===== src/rtl/core/tcw_pkg.sv =====
// Package for the text console writer: request codes, command and state types,
// and default geometry constants. Used by every module of the block.
`timescale 1ns / 1ps

package tcw_pkg;

  // Default screen geometry.
  localparam int RowsDefault = 25;
  localparam int ColsDefault = 80;

  // Depth of the command queue between front and back (a power of two).
  localparam int QueueDepth = 2;

  // Field widths fixed by the interface.
  localparam int ReqW  = 2;
  localparam int ByteW = 8;
  localparam int IdxW  = 11;
  localparam int CellW = 16;

  // Request codes on req_type.
  localparam logic [ReqW-1:0] REQ_PUT   = 2'd0;
  localparam logic [ReqW-1:0] REQ_CLEAR = 2'd1;
  localparam logic [ReqW-1:0] REQ_READ  = 2'd2;

  localparam logic [ByteW-1:0] NEWLINE_CODE = 8'd10;
  localparam logic [CellW-1:0] BLANK_CELL   = 16'h0020;

  // Commands after classification by the front.
  typedef enum logic [2:0] {
    OP_NOP,
    OP_PUT,
    OP_NEWLINE,
    OP_CLEAR,
    OP_READ,
    OP_READ_OOR
  } op_e;

  typedef struct packed {
    op_e              op;
    logic [ByteW-1:0] ch;
    logic [ByteW-1:0] attr;
    logic [IdxW-1:0]  idx;
  } cmd_t;

  // Back-end sequencer states.
  typedef enum logic [2:0] {
    ST_IDLE,
    ST_READ,
    ST_COPY,
    ST_COPY_TAIL,
    ST_FILL
  } state_e;

  typedef struct packed {
    logic init_done;
  } status_t;

endpackage


===== src/rtl/core/tcw_front.sv =====
// Front end of the text console writer: takes requests and classifies them into commands.
// Depends on tcw_pkg; feeds tcw_queue.
`timescale 1ns / 1ps

module tcw_front #(
  parameter int ROWS = tcw_pkg::RowsDefault,
  parameter int COLS = tcw_pkg::ColsDefault
) (
  input  logic                       in_valid_i,
  output logic                       in_ready_o,
  input  logic [tcw_pkg::ReqW-1:0]   req_type_i,
  input  logic [tcw_pkg::ByteW-1:0]  char_code_i,
  input  logic [tcw_pkg::ByteW-1:0]  attribute_i,
  input  logic [tcw_pkg::IdxW-1:0]   cell_index_i,
  input  tcw_pkg::status_t           status_i,
  output logic                       push_valid_o,
  input  logic                       push_ready_i,
  output tcw_pkg::cmd_t              push_cmd_o
);

  localparam int NCells = ROWS * COLS;

  logic in_range;

  // Nothing is taken while the screen store is being cleared after reset.
  assign in_ready_o   = push_ready_i && status_i.init_done;
  assign push_valid_o = in_valid_i && status_i.init_done;
  assign in_range     = (32'(cell_index_i) < 32'(NCells));

  always_comb begin
    push_cmd_o.ch   = char_code_i;
    push_cmd_o.attr = attribute_i;
    push_cmd_o.idx  = cell_index_i;
    case (req_type_i)
      tcw_pkg::REQ_PUT: begin
        push_cmd_o.op = (char_code_i == tcw_pkg::NEWLINE_CODE) ? tcw_pkg::OP_NEWLINE
                                                                : tcw_pkg::OP_PUT;
      end
      tcw_pkg::REQ_CLEAR: begin
        push_cmd_o.op = tcw_pkg::OP_CLEAR;
      end
      tcw_pkg::REQ_READ: begin
        push_cmd_o.op = in_range ? tcw_pkg::OP_READ : tcw_pkg::OP_READ_OOR;
      end
      default: begin
        push_cmd_o.op = tcw_pkg::OP_NOP;
      end
    endcase
  end

endmodule


===== config.mk =====
export PLATFORM = sky130hd
export DESIGN_NAME = tcw_front
export DESIGN_NICKNAME = d
export VERILOG_FILES = /design/src/rtl/core/tcw_pkg.sv /design/src/rtl/core/tcw_front.sv
export SDC_FILE = /design/constraint.sdc
export NUM_CORES = 1
export LEC_CHECK = 0
export BUFFER_PORTS_ARGS = -buffer_cell sky130_fd_sc_hd__buf_2
export CELL_PAD_IN_SITES_DETAIL_PLACEMENT = 0
export CELL_PAD_IN_SITES_GLOBAL_PLACEMENT = 2
export CORE_MARGIN = 5
export CORE_UTILIZATION = 10
export DETAILED_ROUTE_END_ITERATION = 8
export GPL_TIMING_DRIVEN = 0
export PLACE_DENSITY_LB_ADDON = 0.1
export SLEW_MARGIN = 20
export SYNTH_ARGS = -nofsm -noshare
export SYNTH_HDL_FRONTEND = slang
export SYNTH_SLANG_ARGS = --single-unit

===== constraint.sdc =====
create_clock -name vclk -period 0.8
set_input_delay 0.16 -clock vclk [all_inputs]
set_output_delay 0.16 -clock vclk [all_outputs]
set_load 0.05 [all_outputs]

* Word-level counts from Yosys, hierarchy flattened *
Cells that the tools add are included.
W data, S select, Z words.

cells by class
  order comparisons = 1
  equality and inequality tests = 3
  muxes and demuxes = 3
  reduce and logical (&&, ||, !) cells = 3

operators with widths
  cell                    count
  $lt A11 B11 Y1 const B  1
  $pmux W3 S3             1
  $eq A8 B4 Y1 const B    1
  $eq A2 B1 Y1 const B    1
  $eq A2 B2 Y1 const B    1
  $logic_and A1 B1 Y1     2
  $logic_not A2 Y1        1
  $mux W2                 1
  $mux W1                 1

word-level totals
  bits in registers = 0
  input port bits = 32
  logic and storage cells = 10

* Logic depth before layout (Yosys ltp) *
  word-level depth = 3
  mapped depth = 3
  mapped depth without buffers = 3

* Worst setup path after synthesis *
OpenSTA, ideal clock, no wires.

  kind = in2out
  start = input port req_type_i[0] (netlist name)
  end = output port push_cmd_o[27] (netlist name)
  data arrival time = 1.314 ns
  slack = -0.674 ns
  stages = 3
  path buffers = 0
  cells stage by stage = and4b_1 o2111ai_1 a32oi_1

RTL lines
  item         RTL line         source
  from (decl)  tcw_front.sv:11  input logic [tcw_pkg::ReqW-1:0] req_type_i,
  to (decl)    tcw_front.sv:18  output tcw_pkg::cmd_t push_cmd_o

==> key figures <==
Final layout
  • Num sequential: 0
  • Layout cells sized above 1: 95.74%
  • Final Cell Area: 734.5 um2
  • Nets: 128
  • CLK BUF: 0
  • Area added between synthesis and finish: 154.1%
  • Register area: 0 um2
  • Ant diodes: 0
  • Post-Route Utilization: 26.63%

Placed design
  • IO buf count: 52
  • Placer Congestion: 0.6156
  • Area after DPL: 633.1 um2
  • Post-DP HPWL: 1.102 mm

Pwr
  • Sw power: 0.3998 mW
  • Total internal power: 0.2370 mW
  • Comb pwr share: 100.0%
  • Pwr Density: 867.0 mW/mm2
  • Leak Pwr: 0.4126 nW
  • Clock power frac: 0%
  • Seq pwr share: 0%
  • Switching Share: 62.78%
  • Peak supply drop: 0.0002870 V
  • Total power: 0.6368 mW

Detailed routing
  • WL final: 1.167 mm
  • Via count: 435
  • Wire length per cell: 9.336 um
  • First-pass DRT Iterations: 1
  • Post-route ant nets: 0
  • Drt via density: 3.480
  • Drt initial violations: 0
  • # DRC: 0

Timing
  • Fin. max-slew vios: 0
  • F_max: 852.8 MHz
  • Worst hold margin: 0.6229 ns
  • Endpoints failing setup: 3
  • Final Hold Vio Count: 0
  • Unrepaired setup endpoints after global routing: true
  • Fin crit period: 1.173 ns
  • Setup ws final: -0.3727 ns
  • Final Cycle Share: 146.6%
  • Max-slew headroom: 83.56%
  • Slew @ Worst Pin: 0.2448 ns

Floorplanning
  • Die W: 63.76 um
  • Die Y: 63.76 um
  • Initial Utilization: 10.48%
  • I/O pins: 64
  • Die area: 0.004065 mm2
  • CORE AREA: 0.002758 mm2
  • Row count: 19

Synthesis
  • Cell area after synthesis: 289.0 um2
  • Register area share after synthesis: 0%
  • Yosys cell types: 10
  • Synthesis Warnings: 0
  • Syn_area_per_cell: 7.606 um2
  • Synth Instances: 38
  • Post-Syn Nets: 70

Min path
  • Worst min-delay path class: in2out
  • WHS Path Cells: 2
  • Hold Path End: push_cmd_o[15]
  • HP Start: attribute_i[4]

Global routing
  • Largest net degree at the start of global routing: 5
  • Global-route wire length before repair: 1.890 mm
  • Gr usage total: 5.187%
  • Initial antenna violation count: 0
  • Number of global-route vias before repair: 464
  • Grt total ovfl: 0

Clocking
  • Hold_buf cts: 0

Outcome
  • Failing checks: setup timing
  • Status: complete, but fails checks

Setup path
  • Critical Path RT: 0.64 ns
  • CP Capture Type: primary output
  • Crit start category: input port
  • Worst path cell trace: buf_8 -> and4b_1 -> o2111ai_2 -> a32oi_4 -> buf_6
  • Max incr delay on CP: 0.24 ns
  • Slowest CP cell: and4b_1
  • Crit path max fanout: 2
  • WP data arrival: 1.01 ns
  • Worst Path Class, Setup: in2out

Run
  • Maxcap violations: 0
==> worst max-delay path, delay by kind of cell <==
kind | cells | cell delay, ns
AO/OA/AOI/OAI | 2 | 0.33
buffers and inverters | 2 | 0.27
AND/OR/NAND/NOR | 1 | 0.24
==> synth_stat cells (all sizes together) <==
library cell | instances | share of area, %
a21oi | 1 | 1.7
a32oi | 1 | 3.0
and2 | 2 | 4.3
and2b | 1 | 3.0
and4b | 1 | 3.5
and4bb | 1 | 4.3
buf | 27 | 70
nor2 | 2 | 2.6
nor4 | 1 | 4.3
o2111ai | 1 | 3.0
==> cells by family after synthesis <==
kind of cell,Yosys count,synth area share [%]
buf+inv,27,70.13
simple gates,8,22.08
compound gates,3,7.792
==> worst max path at each step <==
stage	depth (start not counted)	end	slack [ns]	from
2_1_floorplan	3	push_cmd_o[27]	-0.30	req_type_i[0]
3_3_place_gp	5	push_cmd_o[27]	-0.55	req_type_i[0]
3_5_place_dp	5	push_cmd_o[27]	-0.55	req_type_i[0]
4_1_cts	5	push_cmd_o[27]	-0.37	req_type_i[0]
5_1_grt	5	push_cmd_o[27]	-0.43	req_type_i[0]
6_report	5	push_cmd_o[27]	-0.37	req_type_i[0]
==> cell usage in the layout (no fill, tap or decap) <==
cell type,synthesis,final
clkbuf_4,0,1
nor4_4,0,1
buf_2,0,43
and2_1,2,2
and2b_2,1,1
o2111ai_2,0,1
buf_6,0,5
nor2_1,2,1
buf_4,27,30
buf_8,0,4
and4b_1,1,1
a21oi_2,0,1
and4bb_2,1,1
nor2_4,0,1
a32oi_4,0,1
==> routing by layer <==
metal	GRT usage [%]	vias to the layer above	part of all wire, %
li1	-	215	-
met1	5.147	182	28
met2	11.29	38	54
met3	1.051	0	18
met4	0	0	0
met5	0	-	0
==> power by group through the flow <==
| stage | Clock [mW] | Sequential (mW) | Combinational [mW] |
|---|---|---|---|
| finish | 0 | 0 | 0.637 |
| global route | 0 | 0 | 0.670 |
| CTS | 0 | 0 | 0.628 |
| detailed placement | 0 | 0 | 0.590 |
| global placement | 0 | 0 | 0.592 |
| floorplan | 0 | 0 | 0.442 |
==> metrics by stage <==
step,TNS [ns],setup slack [ns],cells
final,-0.8595,-0.3727,125
after global placement,-1.145,-0.5514,121
after floorplan,-0.5636,-0.3008,38
after global routing,-0.9769,-0.4328,125
after detailed placement,-1.142,-0.5488,121
after CTS,-0.7677,-0.3747,123
==> what timing repair did <==
action / 4_1_cts / 5_1_grt
resized for setup: 15 / 4
endpoints found under the setup margin: 3 / 4
pin swaps: 5 / 2
setup buffers: 2 / 2
==> area by class of cell <==
cell class         instances  area (um2)
fillers                  310        2023
repair buffers            56       361.6
plain buffers             27       202.7
multi-input cells         11       131.4
well taps                 31       38.79
(Power assumes the default switching activity.)
