File: config.mk
export PLATFORM = sky130hd
export DESIGN_NAME = tcw_queue
export DESIGN_NICKNAME = d
export VERILOG_FILES = /design/src/rtl/core/tcw_pkg.sv /design/src/rtl/core/tcw_queue.sv
export SDC_FILE = /design/constraint.sdc
export NUM_CORES = 1
export LEC_CHECK = 0
export BUFFER_PORTS_ARGS = -buffer_cell sky130_fd_sc_hd__buf_4
export CAP_MARGIN = 40
export CORE_UTILIZATION = 40
export DETAILED_ROUTE_END_ITERATION = 6
export GPL_TIMING_DRIVEN = 0
export HOLD_SLACK_MARGIN = 0.05
export SYNTH_ARGS = -nofsm -noshare
export SYNTH_HDL_FRONTEND = slang
export SYNTH_SLANG_ARGS = --single-unit
File: constraint.sdc
create_clock -name clk_i -period 5.2 [get_ports clk_i]
set_input_delay 0 -clock clk_i [delete_from_list [all_inputs] [get_ports clk_i]]
set_output_delay 0 -clock clk_i [all_outputs]
set_load 0.02 [all_outputs]
File: src/rtl/core/tcw_pkg.sv
// Package for the text console writer: request codes, command and state types,
// and default geometry constants. Used by every module of the block.
`timescale 1ns / 1ps

package tcw_pkg;

  // Default screen geometry.
  localparam int RowsDefault = 25;
  localparam int ColsDefault = 80;

  // Depth of the command queue between front and back (a power of two).
  localparam int QueueDepth = 2;

  // Field widths fixed by the interface.
  localparam int ReqW  = 2;
  localparam int ByteW = 8;
  localparam int IdxW  = 11;
  localparam int CellW = 16;

  // Request codes on req_type.
  localparam logic [ReqW-1:0] REQ_PUT   = 2'd0;
  localparam logic [ReqW-1:0] REQ_CLEAR = 2'd1;
  localparam logic [ReqW-1:0] REQ_READ  = 2'd2;

  localparam logic [ByteW-1:0] NEWLINE_CODE = 8'd10;
  localparam logic [CellW-1:0] BLANK_CELL   = 16'h0020;

  // Commands after classification by the front.
  typedef enum logic [2:0] {
    OP_NOP,
    OP_PUT,
    OP_NEWLINE,
    OP_CLEAR,
    OP_READ,
    OP_READ_OOR
  } op_e;

  typedef struct packed {
    op_e              op;
    logic [ByteW-1:0] ch;
    logic [ByteW-1:0] attr;
    logic [IdxW-1:0]  idx;
  } cmd_t;

  // Back-end sequencer states.
  typedef enum logic [2:0] {
    ST_IDLE,
    ST_READ,
    ST_COPY,
    ST_COPY_TAIL,
    ST_FILL
  } state_e;

  typedef struct packed {
    logic init_done;
  } status_t;

endpackage

File: src/rtl/core/tcw_queue.sv
// Short command queue between the front and the back of the text console writer.
// Depends on tcw_pkg for the command type and the queue depth.
`timescale 1ns / 1ps

module tcw_queue (
  input  logic          clk_i,
  input  logic          rst_ni,
  input  logic          push_valid_i,
  output logic          push_ready_o,
  input  tcw_pkg::cmd_t push_cmd_i,
  output logic          pop_valid_o,
  input  logic          pop_ready_i,
  output tcw_pkg::cmd_t pop_cmd_o
);

  localparam int PtrW = (tcw_pkg::QueueDepth > 1) ? $clog2(tcw_pkg::QueueDepth) : 1;
  localparam int CntW = $clog2(tcw_pkg::QueueDepth + 1);

  tcw_pkg::cmd_t entries_q [tcw_pkg::QueueDepth];
  logic [PtrW-1:0] wr_ptr_q, wr_ptr_d, rd_ptr_q, rd_ptr_d;
  logic [CntW-1:0] count_q, count_d;
  logic            push, pop;

  assign push_ready_o = (count_q != CntW'(tcw_pkg::QueueDepth));
  assign pop_valid_o  = (count_q != '0);
  assign pop_cmd_o    = entries_q[rd_ptr_q];
  assign push         = push_valid_i && push_ready_o;
  assign pop          = pop_valid_o && pop_ready_i;

  always_comb begin
    wr_ptr_d = push ? PtrW'(wr_ptr_q + 1'b1) : wr_ptr_q;
    rd_ptr_d = pop ? PtrW'(rd_ptr_q + 1'b1) : rd_ptr_q;
    count_d  = count_q;
    if (push && !pop) begin
      count_d = CntW'(count_q + 1'b1);
    end else if (pop && !push) begin
      count_d = CntW'(count_q - 1'b1);
    end
  end

  always_ff @(posedge clk_i or negedge rst_ni) begin
    if (!rst_ni) begin
      wr_ptr_q <= '0;
      rd_ptr_q <= '0;
      count_q  <= '0;
    end else begin
      wr_ptr_q <= wr_ptr_d;
      rd_ptr_q <= rd_ptr_d;
      count_q  <= count_d;
    end
  end

  always_ff @(posedge clk_i) begin
    if (push) begin
      entries_q[wr_ptr_q] <= push_cmd_i;
    end
  end

endmodule

After elaboration in Yosys (flattened, before gate mapping)
Memory sizes are Yosys's and may differ from the RTL's.
Index checks and enable logic that the tools add are counted.
{"block": "totals", "ff_bits": 4, "ram_bits": 60, "in_bits": 34, "output_inout_bits": 32, "word_cells": 21, "mem_count": 1}
{"memory": "entries_q", "depth": 2, "word_bits": 30, "rd": 1, "rd_clocked_by_memory_dff": 0, "wr": 1, "line_no": "tcw_queue.sv:19", "text": "tcw_pkg::cmd_t entries_q [tcw_pkg::QueueDepth];"}
{"block": "classes", "add_sub_neg": 4, "n_eq_ne": 1, "n_mux": 4, "n_reduce_logical": 8}
{"operator": "$logic_and A1 B1 Y1", "n": 4}
{"operator": "$mux W2", "n": 2}
{"operator": "$reduce_bool A2 Y1", "n": 2}
{"operator": "$add A1 B1 Y1 const B", "n": 2}
{"operator": "$add A2 B1 Y2 const B", "n": 1}
{"operator": "$logic_not A1 Y1", "n": 2}
{"operator": "$mux W1", "n": 2}
{"operator": "$ne A2 B2 Y1 const B", "n": 1}
{"operator": "$sub A2 B1 Y2 const B", "n": 1}

Depth between registers and ports, before layout
Gate-level depths: netlist of the first run.
{"block": "logic_depth", "ltp_word": 6, "mapped_depth": 7, "ltp_nobuf": 7}

Worst setup path after synthesis of the first run
Ideal clock, no wire load.
{"block": "synth_timing", "path_type": "register -> register", "start": "reg count_q[0]", "end": "mem entries_q[0][0] (netlist bit) (enable)", "setup_time_ns": 0.417, "arrival_time_ns": 1.954, "t_required_ns": 4.783, "setup_slack_ns": 2.829, "path_stages_with_launch": 4, "path_buffers": 0, "period_less_slack_ns": 2.371, "path_cell_list": "dfrtp_1 -> nand2b_4 -> nand2_1 -> nor2_1"}
{"block": "synth_via", "elab_chain_len": 4}
{"element": "start: declaration", "line_no": "tcw_queue.sv:21", "text": "logic [CntW-1:0] count_q, count_d;"}
{"element": "start signal: assignment", "line_no": "tcw_queue.sv:49", "text": "count_q <= count_d;"}
{"element": "$ne A2 B2 Y1", "line_no": "tcw_queue.sv:24", "text": "assign push_ready_o = (count_q != CntW'(tcw_pkg::QueueDepth));"}
{"element": "via push_ready_o", "line_no": "tcw_queue.sv:9", "text": "output logic push_ready_o,"}
{"element": "$logic_and A1 B1 Y1", "line_no": "tcw_queue.sv:27", "text": "assign push = push_valid_i && push_ready_o;"}
{"element": "$mux W1", "line_no": "tcw_queue.sv:54", "text": "if (push) begin"}
{"element": "$mux W1 (implied by the code)", "line_no": "tcw_queue.sv:55", "text": "entries_q[wr_ptr_q] <= push_cmd_i;"}
{"element": "end: declaration", "line_no": "tcw_queue.sv:19"}
The timed path passes the listed nets, and every way through them passes these cells.

Final worst setup path of the first run
{"block": "layout_timing", "start": "reg count_q[0]", "end": "mem entries_q[1][2] (netlist bit) (enable)"}
{"block": "layout_via", "elab_chain_len": 4}
{"element": "$ne A2 B2 Y1", "line_no": "tcw_queue.sv:24"}
{"element": "$logic_and A1 B1 Y1", "line_no": "tcw_queue.sv:27"}
{"element": "$mux W1", "line_no": "tcw_queue.sv:54"}
{"element": "$mux W1 (implied by the code)", "line_no": "tcw_queue.sv:55"}
No other way between the ends.

==> results by group, run 1 <==
Outcome
  – Status: completed

Floorplanning
  – Horiz. Die Dim: 79.22 um
  – Core area: 5642 um2
  – Die area: 6275 um2
  – Core Rows: 27
  – Die H: 79.22 um
  – Initial Utilization: 42.27%
  – IO Count: 66

Layout
  – Post-route core utilization: 62.70%
  – Nets: 258
  – Multi-input combinational cell area: 452.9 um2
  – # fillers: 397
  – Final Cell Area: 3537 um2
  – Finished Layout Cells: 300
  – ANT cells: 0
  – Register Area: 1902 um2
  – Area growth syn-to-layout: 48.32%
  – Fraction of layout cells with a size suffix above 1: 51.32%

Detailed routing
  – First-iteration detailed-routing DRC count: 54
  – Routed len/inst: 13.96 um
  – WL final: 4187 um
  – DRT Pass-1 Iters: 3
  – Via density: 4.470
  – # DRC: 0
  – Number of routed nets with antenna violations: 0
  – Vias: 1,341

Timing
  – Final worst-path cycle share: 33.43%
  – Slew headroom: 68.32%
  – Fmax: 575.2 MHz
  – Slew Limit Fails: 0
  – Minimum clock period: 1.739 ns
  – Slew @ Worst Pin: 0.4752 ns
  – RSZ-0062 raised after global routing: false
  – Final setup skew: 0.007271 ns
  – Setup TNS: 0 ns
  – Finish-stage setup viols: 0
  – Final hold vios: 0

Logic synthesis
  – #FFs+latches synth: 64
  – Sequential-to-total area share from yosys stat: 79.75%
  – Mapped Cells: 111
  – Post-Synthesis Cell Area: 2385 um2
  – Post-synth cell types: 14
  – Synth warnings: 0
  – Net count after synthesis: 146
  – Mean Syn Cell Area: 21.48 um2

Clock tree
  – Number of buffers inserted by post-CTS setup repair: 0
  – Clock Latency Late Sink: 0.32 ns
  – CTS resizes: 0
  – Worst-path clk slew: 0.06 ns
  – Root Buffer: clkbuf_8
  – Htree depth: 3
  – TritonCTS buffer count: 9
  – CTS sink cnt: 64
  – TritonCTS clock tree: yes
  – Clock buffer depth: 2

Critical path
  – Crit-path slowest cell: and3_1
  – Worst setup SP type: flip-flop
  – CP Class: flip-flop to flip-flop
  – Crit path capture type: flip-flop
  – CP most frequent cell: buf_8
  – CP delay by family, top: simple AND/OR/NAND/NOR gates
  – Crit-path max cell delay: 0.46 ns
  – Worst path cell trace: nand2b_4 > and3_1 > buf_8 > buf_8
  – CP Buf/Inv Count: 2
  – WP data arrival: 1.76 ns
  – Worst Path Required: 5.23 ns
  – Max FO, Critical Path: 13

Job
  – Max-cap violations: 0

GRT
  – Largest net degree at the start of global routing: 23
  – Initial antenna violation count: 0
  – GRT Overall Usage: 14.72%
  – First-pass GRT wire length: 6610 um
  – GRT overflow: 0
  – Vias in the first global route: 1,495

Pwr
  – Seq pwr share: 40.1%
  – Combinational share of power: 39.3%
  – Total Power: 0.001871 W
  – Sw Ratio: 31.08%
  – Clk pwr share: 20.5%
  – Worst VDD drop: 0.2770 mV
  – P_sw: 0.0005814 W
  – Static leakage: 1.369 nW
  – Power per cell area: 528.9 nW/um2
  – Internal power: 0.001290 W

Placed design
  – GP Congestion: 0.7204
  – Placed Cells: 251
  – Buffers on Ports: 65
  – Area post-placement: 3028 um2
  – DPL Wire Length: 2766 um

Min path
  – Type of the worst min-delay path: input pin to flip-flop
flip-flops by register name (all words and copies together), names as in the netlist:
| signal | cells |
|---|---|
| count_q | 2 |
| wr_ptr_q | 1 |
| rd_ptr_q | 1 |
| entries_q | 60 |
cell usage in the layout (no fill, tap or decap), types with 2 or more instances in the layout:
| cell type | n |
|---|---|
| buf_4 | 65 |
| buf_6 | 3 |
| dfrtp_1 | 4 |
| dlygate4sd3_1 | 33 |
| clkinv_1 | 2 |
| buf_8 | 2 |
| mux2_2 | 30 |
| xnor2_1 | 3 |
| clkinv_2 | 2 |
| xor2_1 | 2 |
| clkbuf_8 | 9 |
| clkbuf_1 | 2 |
| edfxtp_1 | 60 |
cell usage after synthesis (all sizes together):
cell type	n	area, um2
inv	1	3.750
edfxtp	60	1802
dfrtp	4	100.1
buf	3	33.78
nand2	2	15.01
nand2b	1	13.76
ha	1	12.51
xnor2	3	26.28
nor2	2	7.510
mux2	30	337.8
or2	1	8.760
xor2	2	17.52
and3	1	6.260
cell type report:
cell class / count / share of cell area (%)
flip-flops and latches: 64 / 53.77
repair buffers: 101 / 24.76
multi-input cells: 43 / 12.81
clock buffers: 11 / 3.714
well taps: 72 / 2.547
clock inverters: 5 / 1.344
plain buffers: 3 / 0.9551
inverters: 1 / 0.1061
cell families (layout without fill, tap and decap cells):
kind of cell,count (synthesis),count (layout),synth area share [%]
buffers and inverters,4,121,1.574
xor gates and xnor gates,5,5,1.837
DFF,64,64,79.75
and+or+nand+nor,7,7,2.151
muxes,30,30,14.17
adders and majority gates,1,1,0.5246
worst min-delay path, cell delays in order:
cell and delay, ns:
buf_4 0.11, nand2_1 0.15, xnor2_1 0.09
power groups by stage:
stage          Clock [W]  Combinational [W]  Sequential [W]
2_1_floorplan          0           0.000441        0.000752
3_5_place_dp           0           0.000725        0.000762
4_1_cts         0.000394           0.000749        0.000752
6_report        0.000384           0.000736        0.000751
5_1_grt         0.000414           0.000787        0.000763
3_3_place_gp           0           0.000676        0.000760
path summary, 6_finish.rpt:
check                      cells past startpoint  slack (ns)         start              end
hold / removal                                 3        0.08  push_valid_i         wr_ptr_q
setup reg to reg                               4        3.46    count_q[0]  entries_q[1][2]
setup / recovery                               4        3.46    count_q[0]  entries_q[1][2]
hold reg to reg                                1        0.56    count_q[1]       count_q[1]
min in group asynchronous                      3        0.58        rst_ni       count_q[0]
max in group asynchronous                      3        4.44        rst_ni         rd_ptr_q
per-layer routing:
metal	part of all wire [%]	GRT usage [%]	wire, um	up-vias
met1	40	14.56	1670	641
met3	5.5	4.483	229	5
met4	1.4	9.636	57	0
met2	53	26.38	2230	44
li1	-	-	-	651
met5	0	0	0	-
per-stage QoR:
step | hold WS (ns) | setup slack, ns
2_1_floorplan | -0.2956 | 2.829
3_3_place_gp | -0.2043 | 2.200
3_5_place_dp | -0.2016 | 3.465
4_1_cts | 0.07889 | 3.449
5_1_grt | 0.08310 | 3.360
6_report | 0.08056 | 3.461
repair_timing:
action / in CTS / in global routing
endpoints found under the setup margin: 0 / 0
hold buffers: 33 / 0
endpoints found under the hold margin: 65 / 0
(Power assumes the default switching activity.)
==> inputs of run 2 (changes only) <==
clock period = 1.6 ns   (was 5.2 ns; I/O delays follow)
==> results by group, run 2 (synthesized netlist as in run 1, its figures left out) <==
Placed design
  – Area post-placement: 2999 um2 (was 3028 um2)
  – DPL Wire Length: 2680 um (was 2766 um)
  – Buffers on Ports: 65 (unchanged)
  – GP Congestion: 0.6255 (was 0.7204)
  – Placed Cells: 249 (was 251)

GRT
  – GRT Overall Usage: 14.77% (was 14.72%)
  – Largest net degree at the start of global routing: 31 (was 23)
  – GRT overflow: 0 (unchanged)
  – First-pass GRT wire length: 6699 um (was 6610 um)
  – Vias in the first global route: 1,497 (was 1,495)
  – Initial antenna violation count: 0 (unchanged)

Detailed routing
  – DRT Pass-1 Iters: 4 (was 3)
  – # DRC: 0 (unchanged)
  – WL final: 4197 um (was 4187 um)
  – Via density: 4.575 (was 4.470)
  – Routed len/inst: 14.04 um (was 13.96 um)
  – Vias: 1,368 (was 1,341)
  – First-iteration detailed-routing DRC count: 29 (was 54)
  – Number of routed nets with antenna violations: 0 (unchanged)

Timing
  – Final setup skew: 0.008220 ns (was 0.007271 ns)
  – Final worst-path cycle share: 93.04% (was 33.43%)
  – RSZ-0062 raised after global routing: false (unchanged)
  – Slew @ Worst Pin: 0.4288 ns (was 0.4752 ns)
  – Fmax: 671.7 MHz (was 575.2 MHz)
  – Slew Limit Fails: 0 (unchanged)
  – Final hold vios: 0 (unchanged)
  – Minimum clock period: 1.489 ns (was 1.739 ns)
  – Setup TNS: 0 ns (unchanged)
  – Slew headroom: 71.41% (was 68.32%)
  – Finish-stage setup viols: 0 (unchanged)
  – Worst Hold Margin: 0.4085 ns (was 0.08056 ns)

Clock tree
  – Root Buffer: clkbuf_8 (unchanged)
  – TritonCTS clock tree: yes (unchanged)
  – Worst-path clk slew: 0.06 ns (about the same)
  – Htree depth: 3 (unchanged)
  – Clock buffer depth: 2 (unchanged)
  – Clock Latency Late Sink: 0.31 ns (was 0.32 ns)
  – CTS sink cnt: 64 (unchanged)
  – TritonCTS buffer count: 9 (unchanged)

Layout
  – Most frequent cells in the layout: buf_4, edfxtp_1, dlygate4sd3_1 (unchanged)
  – Finished Layout Cells: 299 (was 300)
  – Nets: 259 (was 258)
  – Area growth syn-to-layout: 47.48% (was 48.32%)
  – Leading cell type in the layout, fill and taps excluded: buf_4 (unchanged)
  – ANT cells: 0 (unchanged)
  – Largest registers: entries_q (60), count_q (2) (unchanged)
  – Post-route core utilization: 62.34% (was 62.70%)
  – Final Cell Area: 3517 um2 (was 3537 um2)
  – Largest Register: entries_q (unchanged)
  – Fraction of layout cells with a size suffix above 1: 51.54% (was 51.32%)
  – Max FFs per register: 60 (unchanged)

Critical path
  – Worst setup SP type: flip-flop (unchanged)
  – Crit path capture type: flip-flop (unchanged)
  – Max FO, Critical Path: 4 (was 13)
  – CP Class: flip-flop to flip-flop (unchanged)
  – Worst Path Required: 1.84 ns (was 5.23 ns)
  – WP data arrival: 1.73 ns (was 1.76 ns)

Floorplanning
  – Core Rows: 27 (unchanged)
  – Horiz. Die Dim: 79.22 um (unchanged)
  – Core area: 5642 um2 (unchanged)
  – IO Count: 66 (unchanged)
  – Die area: 6275 um2 (unchanged)
  – Initial Utilization: 42.27% (unchanged)
  – Die H: 79.22 um (unchanged)

Job
  – Max-cap violations: 0 (unchanged)

Pwr
  – Power per cell area: 1674 nW/um2 (was 528.9 nW/um2)
  – Static leakage: 1.353 nW (was 1.369 nW)
  – Worst VDD drop: 1.189 mV (was 0.2770 mV)

Min path
  – Type of the worst min-delay path: input pin to flip-flop (unchanged)

Outcome
  – Status: completed (unchanged)
run 2: where the power goes:
group	leakage, nW	switching [W]	internal [W]
Clock	0.0737	0.000515	0.000539
Combinational	0.675	0.00119	0.00120
Sequential	0.604	0.000142	0.00230
Total	1.35	0.00185	0.00403
run 2: worst paths after layout:
| path | start | slack, ns | to | depth (start not counted) |
|---|---|---|---|---|
| setup / recovery | count_q[0] | 0.11 | count_q[1] | 7 |
| hold / removal | push_cmd_i[1] | 0.41 | entries_q[1][1] | 2 |
| setup reg to reg | count_q[0] | 0.11 | count_q[1] | 7 |
| hold reg to reg | count_q[0] | 0.55 | count_q[0] | 1 |
| max in group asynchronous | rst_ni | 0.84 | rd_ptr_q | 3 |
| min in group asynchronous | rst_ni | 0.59 | wr_ptr_q | 3 |
run 2: through the flow:
step,setup WS (ns),power (W)
final,0.1113,0.005887
after global routing,0.01900,0.006185
after CTS,0.03834,0.005960
after detailed placement,-0.05180,0.004771
after global placement,-0.1757,0.004664
after floorplan,0.03232,0.003884
run 2: timing repair:
action / 4_1_cts / 5_1_grt
hold buffers: 33 / 1
gates resized for setup: 1 / 1
setup endpoints to repair: 47 / 1
endpoints found under the hold margin: 65 / 1
pin swaps: 1 / 0
setup buffers: 2 / 0
run 2: layout make-up:
type                       instances  area (um2)
tap                               72       90.09
timing repair buffer             102       883.3
sequential                        64        1902
buffer                             3       33.78
inverter                           1       3.754
multi-input combinational         43       460.4
clock buffer                      12       135.1
fill                             444        2125
clock inverter                     2       8.758
run 2: worst max-delay path, cell delays in order (launching register included):
cell	delay, ns
dfrtp_1	0.43
nand2b_4	0.17
nand2_2	0.12
inv_1	0.07
ha_1	0.21
xor2_1	0.14
nor2_1	0.12
xor2_1	0.16
run 2: routing by layer:
metal	wire length, um	GRT usage, %	vias up
met5	0	0	-
met4	36	7.091	0
met3	188	3.793	5
met2	2289	26.81	43
met1	1683	15.87	669
li1	-	-	651
